### config.mk
export PLATFORM = sky130hd
export DESIGN_NAME = base64_stream_encoder
export DESIGN_NICKNAME = d
export VERILOG_FILES = /design/src/rtl/core/b64e_pkg.sv /design/src/rtl/core/b64e_front.sv /design/src/rtl/core/b64e_queue.sv /design/src/rtl/core/b64e_back.sv /design/src/rtl/core/base64_stream_encoder.sv
export SDC_FILE = /design/constraint.sdc
export NUM_CORES = 1
export LEC_CHECK = 0
export ABC_AREA = 1
export BUFFER_PORTS_ARGS = -buffer_cell sky130_fd_sc_hd__clkbuf_2
export CORE_ASPECT_RATIO = 0.7
export CORE_MARGIN = 2
export CORE_UTILIZATION = 62
export DETAILED_ROUTE_END_ITERATION = 16
export HOLD_SLACK_MARGIN = 0.03
export PLACE_DENSITY = 0.8
export SYNTH_ARGS = -nofsm -noshare
export SYNTH_HDL_FRONTEND = slang
export SYNTH_SLANG_ARGS = --single-unit
### constraint.sdc
create_clock -name clk -period 3.25 [get_ports clk]
set_clock_uncertainty 0.1 [all_clocks]
set_input_delay 0.1625 -clock clk [delete_from_list [all_inputs] [get_ports clk]]
set_output_delay 0.1625 -clock clk [all_outputs]
set_load 0.05 [all_outputs]
### src/rtl/core/b64e_pkg.sv
// shared types, constants and the alphabet lookup for the base64 stream encoder
package b64e_pkg;

  localparam int unsigned QueueDepth = 4;
  localparam int unsigned QueuePtrW  = $clog2(QueueDepth);

  localparam logic [7:0] PadChar = 8'h3D;

  typedef struct packed {
    logic [7:0] data_byte;
    logic       is_final;
  } in_t;

  typedef struct packed {
    logic [7:0] out_char;
    logic       end_of_run;
  } out_t;

  // number of trailing pad characters in a group
  typedef enum logic [1:0] {
    PAD_NONE = 2'd0,
    PAD_ONE  = 2'd1,
    PAD_TWO  = 2'd2
  } pad_t;

  typedef struct packed {
    logic [23:0] group;
    pad_t        pads;
  } job_t;

  function automatic logic [7:0] b64_char(input logic [5:0] sextet);
    logic [7:0] v;
    logic [7:0] ch;
    v = {2'b00, sextet};
    if (v < 8'd26) begin
      ch = 8'h41 + v;
    end else if (v < 8'd52) begin
      ch = 8'h61 + (v - 8'd26);
    end else if (v < 8'd62) begin
      ch = 8'h30 + (v - 8'd52);
    end else if (v == 8'd62) begin
      ch = 8'h2B;
    end else begin
      ch = 8'h2F;
    end
    return ch;
  endfunction

endpackage

### src/rtl/core/b64e_front.sv
// front end: collects bytes into groups, issuing a job per full or final-ended group
module b64e_front (
  input  logic           clk,
  input  logic           rst_n,
  input  logic           accept,
  input  b64e_pkg::in_t  in_data,
  output logic           job_valid,
  output b64e_pkg::job_t job
);

  logic [15:0] pending_r, pending_nxt;
  logic [1:0]  pos_r, pos_nxt;

  always_comb begin
    pending_nxt = pending_r;
    pos_nxt     = pos_r;
    job_valid   = 1'b0;
    job.group   = {pending_r, in_data.data_byte};
    job.pads    = b64e_pkg::PAD_NONE;
    case (pos_r)
      2'd1: begin
        pending_nxt = {pending_r[7:0], in_data.data_byte};
        pos_nxt     = 2'd2;
        job.group   = {pending_r[7:0], in_data.data_byte, 8'h00};
        job.pads    = b64e_pkg::PAD_ONE;
        job_valid   = in_data.is_final;
      end
      2'd2: begin
        pending_nxt = 16'h0000;
        pos_nxt     = 2'd0;
        job.group   = {pending_r, in_data.data_byte};
        job.pads    = b64e_pkg::PAD_NONE;
        job_valid   = 1'b1;
      end
      default: begin
        pending_nxt = {8'h00, in_data.data_byte};
        pos_nxt     = 2'd1;
        job.group   = {in_data.data_byte, 16'h0000};
        job.pads    = b64e_pkg::PAD_TWO;
        job_valid   = in_data.is_final;
      end
    endcase
    if (in_data.is_final) begin
      pending_nxt = 16'h0000;
      pos_nxt     = 2'd0;
    end
    job_valid = job_valid & accept;
  end

  always_ff @(posedge clk) begin
    if (!rst_n) begin
      pending_r <= 16'h0000;
      pos_r     <= 2'd0;
    end else if (accept) begin
      pending_r <= pending_nxt;
      pos_r     <= pos_nxt;
    end
  end

endmodule

### src/rtl/core/b64e_queue.sv
// short job queue between the front end and the character sequencer
module b64e_queue (
  input  logic           clk,
  input  logic           rst_n,
  input  logic           push,
  input  b64e_pkg::job_t push_job,
  output logic           full,
  input  logic           pop,
  output logic           empty,
  output b64e_pkg::job_t head
);

  b64e_pkg::job_t mem [b64e_pkg::QueueDepth];

  logic [b64e_pkg::QueuePtrW-1:0] wr_ptr_r, rd_ptr_r;
  logic [b64e_pkg::QueuePtrW:0]   count_r;
  logic                           do_push, do_pop;

  assign full    = (count_r == (b64e_pkg::QueuePtrW+1)'(b64e_pkg::QueueDepth));
  assign empty   = (count_r == '0);
  assign do_push = push & ~full;
  assign do_pop  = pop & ~empty;
  assign head    = mem[rd_ptr_r];

  always_ff @(posedge clk) begin
    if (do_push) begin
      mem[wr_ptr_r] <= push_job;
    end
  end

  always_ff @(posedge clk) begin
    if (!rst_n) begin
      wr_ptr_r <= '0;
      rd_ptr_r <= '0;
      count_r  <= '0;
    end else begin
      if (do_push) begin
        wr_ptr_r <= wr_ptr_r + (b64e_pkg::QueuePtrW)'(1);
      end
      if (do_pop) begin
        rd_ptr_r <= rd_ptr_r + (b64e_pkg::QueuePtrW)'(1);
      end
      case ({do_push, do_pop})
        2'b10:   count_r <= count_r + (b64e_pkg::QueuePtrW+1)'(1);
        2'b01:   count_r <= count_r - (b64e_pkg::QueuePtrW+1)'(1);
        default: count_r <= count_r;
      endcase
    end
  end

endmodule

### src/rtl/core/b64e_back.sv
// back end: steps through the four characters of each group job
module b64e_back (
  input  logic           clk,
  input  logic           rst_n,
  input  logic           job_avail,
  input  b64e_pkg::job_t job_in,
  output logic           job_take,
  output logic           out_empty,
  input  logic           out_pop,
  output b64e_pkg::out_t out_data
);

  b64e_pkg::job_t job_r;
  logic           valid_r, valid_nxt;
  logic [1:0]     idx_r, idx_nxt;
  logic [5:0]     sextet;
  logic           is_pad;
  logic           last_char, char_done;

  assign out_empty = ~valid_r;
  assign last_char = (idx_r == 2'd3);
  assign char_done = valid_r & out_pop;
  assign job_take  = job_avail & (~valid_r | (char_done & last_char));

  always_comb begin
    case (idx_r)
      2'd0:    sextet = job_r.group[23:18];
      2'd1:    sextet = job_r.group[17:12];
      2'd2:    sextet = job_r.group[11:6];
      default: sextet = job_r.group[5:0];
    endcase
    is_pad = (last_char && job_r.pads != b64e_pkg::PAD_NONE) ||
             (idx_r == 2'd2 && job_r.pads == b64e_pkg::PAD_TWO);
    out_data.out_char   = is_pad ? b64e_pkg::PadChar : b64e_pkg::b64_char(sextet);
    out_data.end_of_run = last_char;
  end

  always_comb begin
    valid_nxt = valid_r;
    idx_nxt   = idx_r;
    if (char_done) begin
      idx_nxt = idx_r + 2'd1;
      if (last_char) begin
        valid_nxt = 1'b0;
      end
    end
    if (job_take) begin
      valid_nxt = 1'b1;
      idx_nxt   = 2'd0;
    end
  end

  always_ff @(posedge clk) begin
    if (job_take) begin
      job_r <= job_in;
    end
  end

  always_ff @(posedge clk) begin
    if (!rst_n) begin
      valid_r <= 1'b0;
      idx_r   <= 2'd0;
    end else begin
      valid_r <= valid_nxt;
      idx_r   <= idx_nxt;
    end
  end

endmodule

### src/rtl/core/base64_stream_encoder.sv
// top level of the base64 stream encoder: front end, job queue and character sequencer
// the first character of a group passes through the job queue and the sequencer's job
//   register to reach the result ports after the transaction that completes or ends it
// throughput: one byte per cycle in unless in_full is high, one character per cycle out
//   while out_pop is high; four characters per group in the sequencer set the sustained rate
// reset: synchronous active-low rst_n clears pending bytes, group position and the queue
module base64_stream_encoder (
  input  logic           clk,
  input  logic           rst_n,
  input  logic           in_push,
  output logic           in_full,
  input  b64e_pkg::in_t  in_data,
  output logic           out_empty,
  input  logic           out_pop,
  output b64e_pkg::out_t out_data
);

  logic           accept;
  logic           job_valid;
  b64e_pkg::job_t front_job;
  logic           q_empty;
  logic           job_take;
  b64e_pkg::job_t head_job;

  assign accept = in_push & ~in_full;

  b64e_front u_front (
    .clk       (clk),
    .rst_n     (rst_n),
    .accept    (accept),
    .in_data   (in_data),
    .job_valid (job_valid),
    .job       (front_job)
  );

  b64e_queue u_queue (
    .clk      (clk),
    .rst_n    (rst_n),
    .push     (job_valid),
    .push_job (front_job),
    .full     (in_full),
    .pop      (job_take),
    .empty    (q_empty),
    .head     (head_job)
  );

  b64e_back u_back (
    .clk       (clk),
    .rst_n     (rst_n),
    .job_avail (~q_empty),
    .job_in    (head_job),
    .job_take  (job_take),
    .out_empty (out_empty),
    .out_pop   (out_pop),
    .out_data  (out_data)
  );

endmodule
== Yosys cells after proc, flatten, opt, wreduce, memory -nomap -nowiden ==
Memory sizes are Yosys's and may differ from the RTL's. A register that Yosys moved wholly into a read port is not among the register bits.
Cells that the tools add are included.

* Register bits after elaboration: 28
* Bits in writable memories: 104
* Output and inout bits: 11
* Logic and storage cells: 72
* Memories kept: 1

* Add/sub/neg operators: 10
* Magnitude comparators: 3
* Equality and inequality tests: 10
* Multiplexer cells: 18
* Bitwise gates (word level): 12
* Reductions and logical operators: 11

{| class="wikitable"
|+ Memories
! memory !! words !! width !! rd ports !! clocked after Yosys merged registers in !! write ports !! line !! text
|-
| u_queue.mem || 4 || 26 || 1 || 1 || 1 || b64e_queue.sv:13 || <nowiki>b64e_pkg::job_t mem [b64e_pkg::QueueDepth];</nowiki>
|}

{| class="wikitable"
|+ Operators by type and width
! kind !! number
|-
| 26-bit case mux with 2 select lines || 1
|-
| 8-bit two-way mux || 4
|-
| 16-bit case mux with 2 select lines || 1
|-
| 6-bit case mux with 3 select lines || 1
|-
| 16-bit two-way mux || 1
|-
| 6-bit less-than comparator, second input constant || 2
|-
| 2-bit equality test, second input constant || 5
|-
| 6-bit by 8-bit adder with 8-bit output, first input constant || 1
|-
| 7-bit by 6-bit adder with 8-bit output, first input constant || 1
|-
| 7-bit by 8-bit adder with 8-bit output, first input constant || 1
|-
| 2-bit nonzero test || 4
|-
| 1-bit AND || 7
|-
| 6-bit by 5-bit subtractor with 7-bit output, second input constant || 1
|-
| 6-bit by 6-bit subtractor with 7-bit output, second input constant || 1
|-
| 2-bit by 1-bit adder with 2-bit output, second input constant || 3
|-
| 2-bit by 1-bit equality test with 1-bit output, second input constant || 3
|-
| 6-bit equality test, second input constant || 1
|-
| 6-bit by 5-bit less-than comparator with 1-bit output, second input constant || 1
|-
| 1-bit two-way mux || 6
|-
| 3-bit case mux with 2 select lines || 1
|-
| 1-bit inverter || 4
|-
| 2-bit case mux with 2 select lines || 1
|-
| 3-bit by 1-bit adder with 3-bit output, second input constant || 1
|-
| 3-bit equality test, second input constant || 1
|-
| other kinds (10) || 11
|}

== Longest topological paths before layout ==
Gate-level depths: netlist (run 1).

* Word-level depth: 8
* Mapped depth: 16
* Gate-level depth less buffers: 16

== By module ==
A second synthesis (run 1) with hierarchy kept.

* Cells, all modules: 683
* Area, all modules: 7109.3 um^2

{| class="wikitable"
|+ By module, submodules not included
! module !! instances !! cells an instance !! area each (um^2) !! sequential area each (um^2)
|-
| b64e_queue || 1 || 321 || 4326.6 || 3303.2
|-
| b64e_back || 1 || 181 || 1636.6 || 840.8
|-
| b64e_front || 1 || 178 || 1132.3 || 360.3
|-
| base64_stream_encoder || 1 || 3 || 13.8 || 0.0
|}

== Worst setup path before layout (run 1) ==
OpenSTA, ideal clock, no wires.

* Kind: reg-to-reg
* From: register u_queue.count_r[2] (netlist bit)
* To: register u_queue.count_r[2] (netlist bit)
* Library setup time: 122 ps
* Data arrival time: 2890 ps
* Data required time: 3028 ps
* Path slack: 138 ps
* Cell stages (with the launch flop): 12
* Cells stage by stage: dfxtp_1 > inv_1 > nor3_1 > nor2_2 > o21ai_2 > ha_1 > inv_1 > fa_1 > a21oi_1 > o21ai_0 > o21ai_0 > a21oi_1

* Longest elaborated chain between the ends: 7

{| class="wikitable"
|+ Ends and longest elaborated chain
! item !! line !! text
|-
| start: declaration || b64e_queue.sv:16 || <nowiki>logic [b64e_pkg::QueuePtrW:0] count_r;</nowiki>
|-
| start signal: assignment || b64e_queue.sv:44 || <nowiki>2'b10: count_r <= count_r + (b64e_pkg::QueuePtrW+1)'(1);</nowiki>
|-
| start signal: assignment || b64e_queue.sv:45 || <nowiki>2'b01: count_r <= count_r - (b64e_pkg::QueuePtrW+1)'(1);</nowiki>
|-
| start signal: assignment || b64e_queue.sv:46 || <nowiki>default: count_r <= count_r;</nowiki>
|-
| 3-bit equality test * || b64e_queue.sv:19 || <nowiki>assign full = (count_r == (b64e_pkg::QueuePtrW+1)'(b64e_pkg::QueueDepth));</nowiki>
|-
| via in_full || base64_stream_encoder.sv:11 || <nowiki>output logic in_full,</nowiki>
|-
| 1-bit inverter * || b64e_queue.sv:21, base64_stream_encoder.sv:25 ||
|-
| 1-bit AND || base64_stream_encoder.sv:25 || <nowiki>assign accept = in_push & ~in_full;</nowiki>
|-
| 1-bit AND || b64e_front.sv:47 || <nowiki>job_valid = job_valid & accept;</nowiki>
|-
| 1-bit AND * || b64e_queue.sv:21 || <nowiki>assign do_push = push & ~full;</nowiki>
|-
| 2-bit by 1-bit equality test with 1-bit output / 2-bit equality test (equally long branches) || b64e_queue.sv:43 || <nowiki>case ({do_push, do_pop})</nowiki>
|-
| 3-bit case mux with 2 select lines / 2-bit nonzero test (equally long branches) || -- ||
|}

Mark *: on every way through the listed nets, which the timed path passes. The rest lies on a longest branch.
A chain may end at the register's enable or synchronous reset.

==> results_dict.tcl, run 1 <==
set metrics [dict create \
    p_sw_share_pct 39.0 \
    pwr_density_cell_nw_per_um2 995 \
    nNetsFinal 716 \
    synthTopCellsByArea "edfxtp_1 (56%), dfxtp_1 (8.1%), nand2_1 (5.5%)" \
    io_pins 24 \
    worst_pin_slew_ns 0.926 \
    wl_met1_um 6710 \
    placed_area_um2 7250 \
    avgSynthCellArea_um2 10.7 \
    hold_start "in_data[0]" \
    layout-drive-gt1-share_pct 14.6 \
    die_h_um 92.6 \
    grt_pass1_vias 4782 \
    synth_area_um2 6950 \
    cellLeakagePower_nw 3.10 \
    hold_path_class "primary input to flip-flop" \
    fin_util_pct 73.2 \
    clkPwrFrac_pct 26.5 \
    ys_warn_count 0 \
    finalSetupViolations 0 \
    hold_viol 0 \
    reg2reg_slack_ns 0.65 \
    drtIter0Drc 688 \
    grt_max_degree 54 \
    cap_violations 0 \
    p_seq_share_pct 35.5 \
    cp-startpoint "u_back.idx_r[1]$_SDFFE_PP0P_" \
    cts.sinks 158 \
    pre_cts_ws_ns 0.497 \
    wl_met2_um 7290 \
    ys_seq_area_share_pct 64.3 \
    drt_wl_total_um 15400 \
    rows 32 \
    r2r_end "u_queue.mem[2][9]$_DFFE_PP_" \
    synth_nets 677 \
    internal-power_mw 4.88 \
    path_clk_slew_ns 0.06 \
    ys_seq_elements 158 \
    cts-root-buf "clkbuf_16" \
    grt_usage_pct 27.6 \
    dr.max_layer_used "met4" \
    max-vdd-ir-drop_mv 0.687 \
    final_cell_area_um2 8030 \
    dieArea_um2 12100 \
    combPwrFrac_pct 38.1 \
    area_growth_syn_to_layout_pct 15.6 \
    antenna_found_initial 0 \
    grt_pass1_wl_um 24500 \
    gp_congestion 0.875 \
    layout_common_cells "edfxtp_1 (130), nand2_1 (102), nor2_1 (80), o21ai_0 (71), inv_1 (50)" \
    tns_ns 0 \
    synthFlopType "edfxtp_1" \
    period_share_pct 94.2 \
    grt_overflow 0 \
    vias 4954 \
    htree_levels 4 \
    ys_types 37 \
    cp-start-kind "flip-flop" \
    critical_path_arrival_ns 2.80 \
    ant_nets 0 \
    worstPathMaxFanout 7 \
    synth.largest_area_cell "edfxtp_1" \
    drv_slew 0 \
    dpl.hpwl_um 9660 \
    ff2ff_path_depth 7 \
    clk_latency_ns 0.42 \
    wire_per_inst_um 18.1 \
    layout_setup_ws_ns 0.190 \
    p_sw_mw 3.11 \
    layout_commonest_cell "edfxtp_1" \
    vias_per_cell 5.81 \
    core_area_um2 11000 \
    numCtsBuffers 17 \
    synth-edff-count 130 \
    cp-end-kind "output pin" \
    dr.pass1.iters 5 \
    clock_path_buffers 2 \
    die_w_um 131 \
    holdPathStages 4 \
    r2r-start "u_queue.count_r[2]$_SDFFE_PN0P_" \
    slew_headroom_pct 38.2 \
    timing.fmax_ghz 0.327 \
    status "finished clean" \
    holdPathEnd "u_front.pos_r[0]$_SDFFE_PN0P_" \
    crit_required_ns 2.99 \
    cts_tree "built" \
    synthCells 647 \
    route.met3.wl_um 1210 \
    async_flop_share_pct 0 \
    portBuffers 23 \
    start_util_pct 63.3 \
    synth_top_area_share_pct 56.2 \
    drc 0 \
    critPathKind "flip-flop to output pin" \
    period_minus_slack_ns 3.06 \
]
synth_stat cells, types with 2 or more instances:
cell	n
edfxtp_1	130
nand2_1	102
nor2_1	84
o21ai_0	71
inv_1	50
a21oi_1	39
dfxtp_1	28
clkbuf_1	26
o22ai_1	26
ha_1	16
nand3_1	16
o211a_1	8
a31oi_1	5
inv_2	4
xor2_1	4
a211oi_1	3
nand2_2	3
nand2_4	3
nor2_2	3
o21ai_2	3
clkinv_1	2
nand4_1	2
nor3_1	2
o211ai_1	2
o21bai_4	2
xnor2_1	2
worst max-delay path by stage:
| stage | to | cells after the start |
|---|---|---|
| after global routing | out_data[4] | 13 |
| after global placement | out_data[7] | 14 |
| after floorplan | u_queue.count_r[2]$_SDFFE_PN0P_ | 11 |
| after CTS | out_data[7] | 14 |
| after detailed placement | out_data[7] | 14 |
| final | out_data[4] | 13 |
kinds of logic (layout without fill, tap and decap cells):
kind of cell / count (synthesis) / in the layout / synth area share, %
AOI/OAI and AO/OA: 162 / 162 / 13.9
buffers and inverters: 85 / 137 / 4.77
other: 0 / 1 / 0
xor gates and xnor gates: 6 / 6 / 0.757
adders and majority gates: 17 / 17 / 3.17
and+or+nand+nor: 219 / 219 / 13.2
DFF: 158 / 158 / 64.3
per-layer routing:
layer	track usage, %	vias to the layer above
met1	38.5	2364
li1	-	2327
met3	5.66	31
met4	8.69	0
met2	44.2	232
met5	0	-
state kept, by name, summed over array words and instances (netlist names):
register           count
u_queue.rd_ptr_r       2
u_back.job_r          26
u_queue.wr_ptr_r       2
u_back.valid_r         1
u_queue.count_r        3
u_queue.mem          104
u_front.pos_r          2
u_back.idx_r           2
u_front.pending_r     16
area by class of cell:
cell class                      count  area, um^2
Sequential cell                   158        4470
Timing Repair Buffer               49         335
Clock inverter                     12         184
Inverter                           56         213
Fill cell                         734        2940
Multi-Input combinational cell    404        2180
Clock buffer                       20         457
Antenna cell                        1        2.50
Tap cell                          153         191
critical path, cell delays in order, from the launching register on:
cell and delay, ns:
dfxtp_2 0.34, inv_1 0.08, ha_1 0.27, nand2_1 0.09, nand2_1 0.13, o21bai_4 0.10
ha_1 0.21, inv_1 0.11, nand3_4 0.11, o21ai_4 0.23, nand2_1 0.15, a21oi_1 0.21
a21oi_1 0.10, clkbuf_2 0.24
power by group through the flow:
stage	Combinational (mW)	Clock, mW	Sequential (mW)
global placement	2.82	0	2.86
global route	3.33	2.21	2.86
CTS	2.93	2.13	2.83
finish	3.04	2.12	2.83
detailed placement	2.90	0	2.87
floorplan	2.22	0	2.80
through the flow:
| stage | cells | hold slack, ns | total power, mW |
|---|---|---|---|
| global route | 852 | 0.0874 | 8.40 |
| floorplan | 647 | 0.201 | 5.02 |
| finish | 853 | 0.0517 | 7.99 |
| global placement | 808 | 0.359 | 5.68 |
| CTS | 849 | 0.0372 | 7.89 |
| detailed placement | 808 | 0.360 | 5.78 |
repair_timing:
action                                  CTS  global route
gates resized for setup                   0             9
setup buffers                             0             3
hold buffers                              9             0
endpoints found under the setup margin    0             7
endpoints found under the hold margin     9             0
Power figures use the tool's default switching activity.
==> inputs of run 2 (changes only) <==
--- a/config.mk
+++ b/config.mk
@@ -12,6 +12,7 @@
 export CORE_UTILIZATION = 62
 export DETAILED_ROUTE_END_ITERATION = 16
 export HOLD_SLACK_MARGIN = 0.03
+export MAX_ROUTING_LAYER = met4
 export PLACE_DENSITY = 0.8
 export SYNTH_ARGS = -nofsm -noshare
 export SYNTH_HDL_FRONTEND = slang
==> run 2 against run 1 <==
  * Register-to-register slack better by 0.02 ns
  * Largest cell class unchanged
  * Via count increased by 0.26%
  * Largest power group unchanged
  * Final cell count stayed put
  * Cell area unchanged
  * Clock power hardly changed
==> results_dict.tcl, run 2 (synthesis gave the netlist of run 1 again) <==
set metrics [dict create \
    timing.fmax_ghz 0.327 \
    dr.pass1.iters 5 \
    drt_wl_total_um 15500 \
    final_cell_area_um2 8030 \
    cts_tree "built" \
    clk_latency_ns 0.42 \
    pwr_density_cell_nw_per_um2 995 \
    r2r-start "u_queue.count_r[2]$_SDFFE_PN0P_" \
    tns_ns 0 \
    period_minus_slack_ns 3.06 \
    cts.sinks 158 \
    area_growth_syn_to_layout_pct 15.6 \
    cellLeakagePower_nw 3.10 \
    worstPathMaxFanout 7 \
    nNetsFinal 716 \
    drtIter0Drc 627 \
    r2r_end "u_queue.mem[2][10]$_DFFE_PP_" \
    crit_required_ns 2.99 \
    clock_path_buffers 2 \
    vias 4967 \
    portBuffers 23 \
    antenna_found_initial 0 \
    cp-start-kind "flip-flop" \
    dpl.hpwl_um 9660 \
    critical_path_arrival_ns 2.80 \
    drc 0 \
    dpl.cell_count 808 \
    hold_path_class "primary input to flip-flop" \
    drv_slew 0 \
    cap_violations 0 \
    ff2ff_path_depth 7 \
    cp-end-kind "output pin" \
    htree_levels 4 \
    critPathCapture "out_data[4]" \
    holdPathStages 4 \
    grt_pass1_vias 4771 \
    path_clk_slew_ns 0.06 \
    status "finished clean" \
    numCtsBuffers 17 \
    ant_nets 0 \
    placed_area_um2 7250 \
    cts-root-buf "clkbuf_16" \
    whs_ns 0.0540 \
    top_regs "u_queue.mem (104), u_back.job_r (26), u_front.pending_r (16)" \
    layout_commonest_cell "edfxtp_1" \
    n_fill_cell 734 \
    fin_cells 853 \
    dieArea_um2 12100 \
    regMostFlops "u_queue.mem" \
    layout-drive-gt1-share_pct 14.6 \
    max-vdd-ir-drop_mv 0.687 \
    core_area_um2 11000 \
    grt_overflow 0 \
    die_h_um 92.6 \
    rows 32 \
    grt_usage_pct 28.5 \
    vias_per_cell 5.82 \
    largest_reg_flops 104 \
    slew_headroom_pct 39.0 \
    cp-startpoint "u_back.idx_r[1]$_SDFFE_PP0P_" \
    grt_max_degree 54 \
    fin_util_pct 73.2 \
    wire_per_inst_um 18.1 \
    hold_viol 0 \
    grt_pass1_wl_um 24500 \
    finalSetupViolations 0 \
    period_share_pct 94.2 \
    critPathKind "flip-flop to output pin" \
    gp_congestion 0.889 \
    io_pins 24 \
    die_w_um 131 \
    start_util_pct 63.3 \
    worst_pin_slew_ns 0.915 \
    layout_common_cells "edfxtp_1 (130), nand2_1 (102), nor2_1 (80), o21ai_0 (71), inv_1 (50)" \
    reg2reg_slack_ns 0.67 \
]
run 2: cell counts in the layout (fill, tap and decap cells not counted):
No cell type changed its count.
run 2: metrics by stage:
| step | total power [mW] | setup WS (ns) |
|---|---|---|
| detailed placement | 5.78 | 0.497 |
| global route | 8.40 | -0.0344 |
| finish | 7.99 | 0.189 |
| CTS | 7.89 | 0.0494 |
| floorplan | 5.02 | 0.138 |
| global placement | 5.68 | 0.622 |
run 2: critical path: stages (launching register included):
cell and delay [ns]:
dfxtp_2 0.34, inv_1 0.08, ha_1 0.27, nand2_1 0.09, nand2_1 0.13, o21bai_4 0.10
ha_1 0.21, inv_1 0.11, nand3_4 0.11, o21ai_4 0.23, nand2_1 0.15, a21oi_1 0.21
a21oi_1 0.10, clkbuf_2 0.24
run 2: worst min-delay path by stage:
| stage | from | to | slack, ns |
|---|---|---|---|
| after floorplan | rst_n | u_queue.count_r[2]$_SDFFE_PN0P_ | 0.20 |
| final | in_data[0] | u_front.pos_r[0]$_SDFFE_PN0P_ | 0.05 |
| after global placement | out_pop | u_back.idx_r[1]$_SDFFE_PP0P_ | 0.36 |
| after detailed placement | out_pop | u_back.idx_r[1]$_SDFFE_PP0P_ | 0.36 |
| after CTS | in_data[0] | u_front.pos_r[0]$_SDFFE_PN0P_ | 0.04 |
| after global routing | in_data[0] | u_front.pos_r[0]$_SDFFE_PN0P_ | 0.08 |
run 2: repair_timing:
| item | in CTS | in global routing |
|---|---|---|
| gates resized for setup | 0 | 9 |
| hold buffers | 9 | 0 |
| setup endpoints to repair | 0 | 7 |
| buffers inserted | 0 | 3 |
| hold endpoints to repair | 9 | 0 |
run 2: area by class of cell:
class	instances	area, um^2	share of cell area (%)
Sequential cell	158	4470	55.7
Multi-Input combinational cell	404	2180	27.1
Inverter	56	213	2.65
Antenna cell	1	2.50	0.0312
Timing Repair Buffer	49	335	4.18
Clock inverter	12	184	2.29
Tap cell	153	191	2.39
Clock buffer	20	457	5.69
run 2: where the power goes:
part | switching, mW | total (mW) | internal [mW]
Combinational | 2.18 | 3.04 | 0.857
Sequential | 0.147 | 2.83 | 2.69
Clock | 0.785 | 2.12 | 1.33
run 2: layer usage:
layer | routed length [um] | track usage [%] | part of all wire (%)
met5 | 0 | - | 0
met3 | 1320 | 6.12 | 8.5
met2 | 7410 | 44.3 | 48
met4 | 167 | 8.07 | 1.1
met1 | 6570 | 38.7 | 42
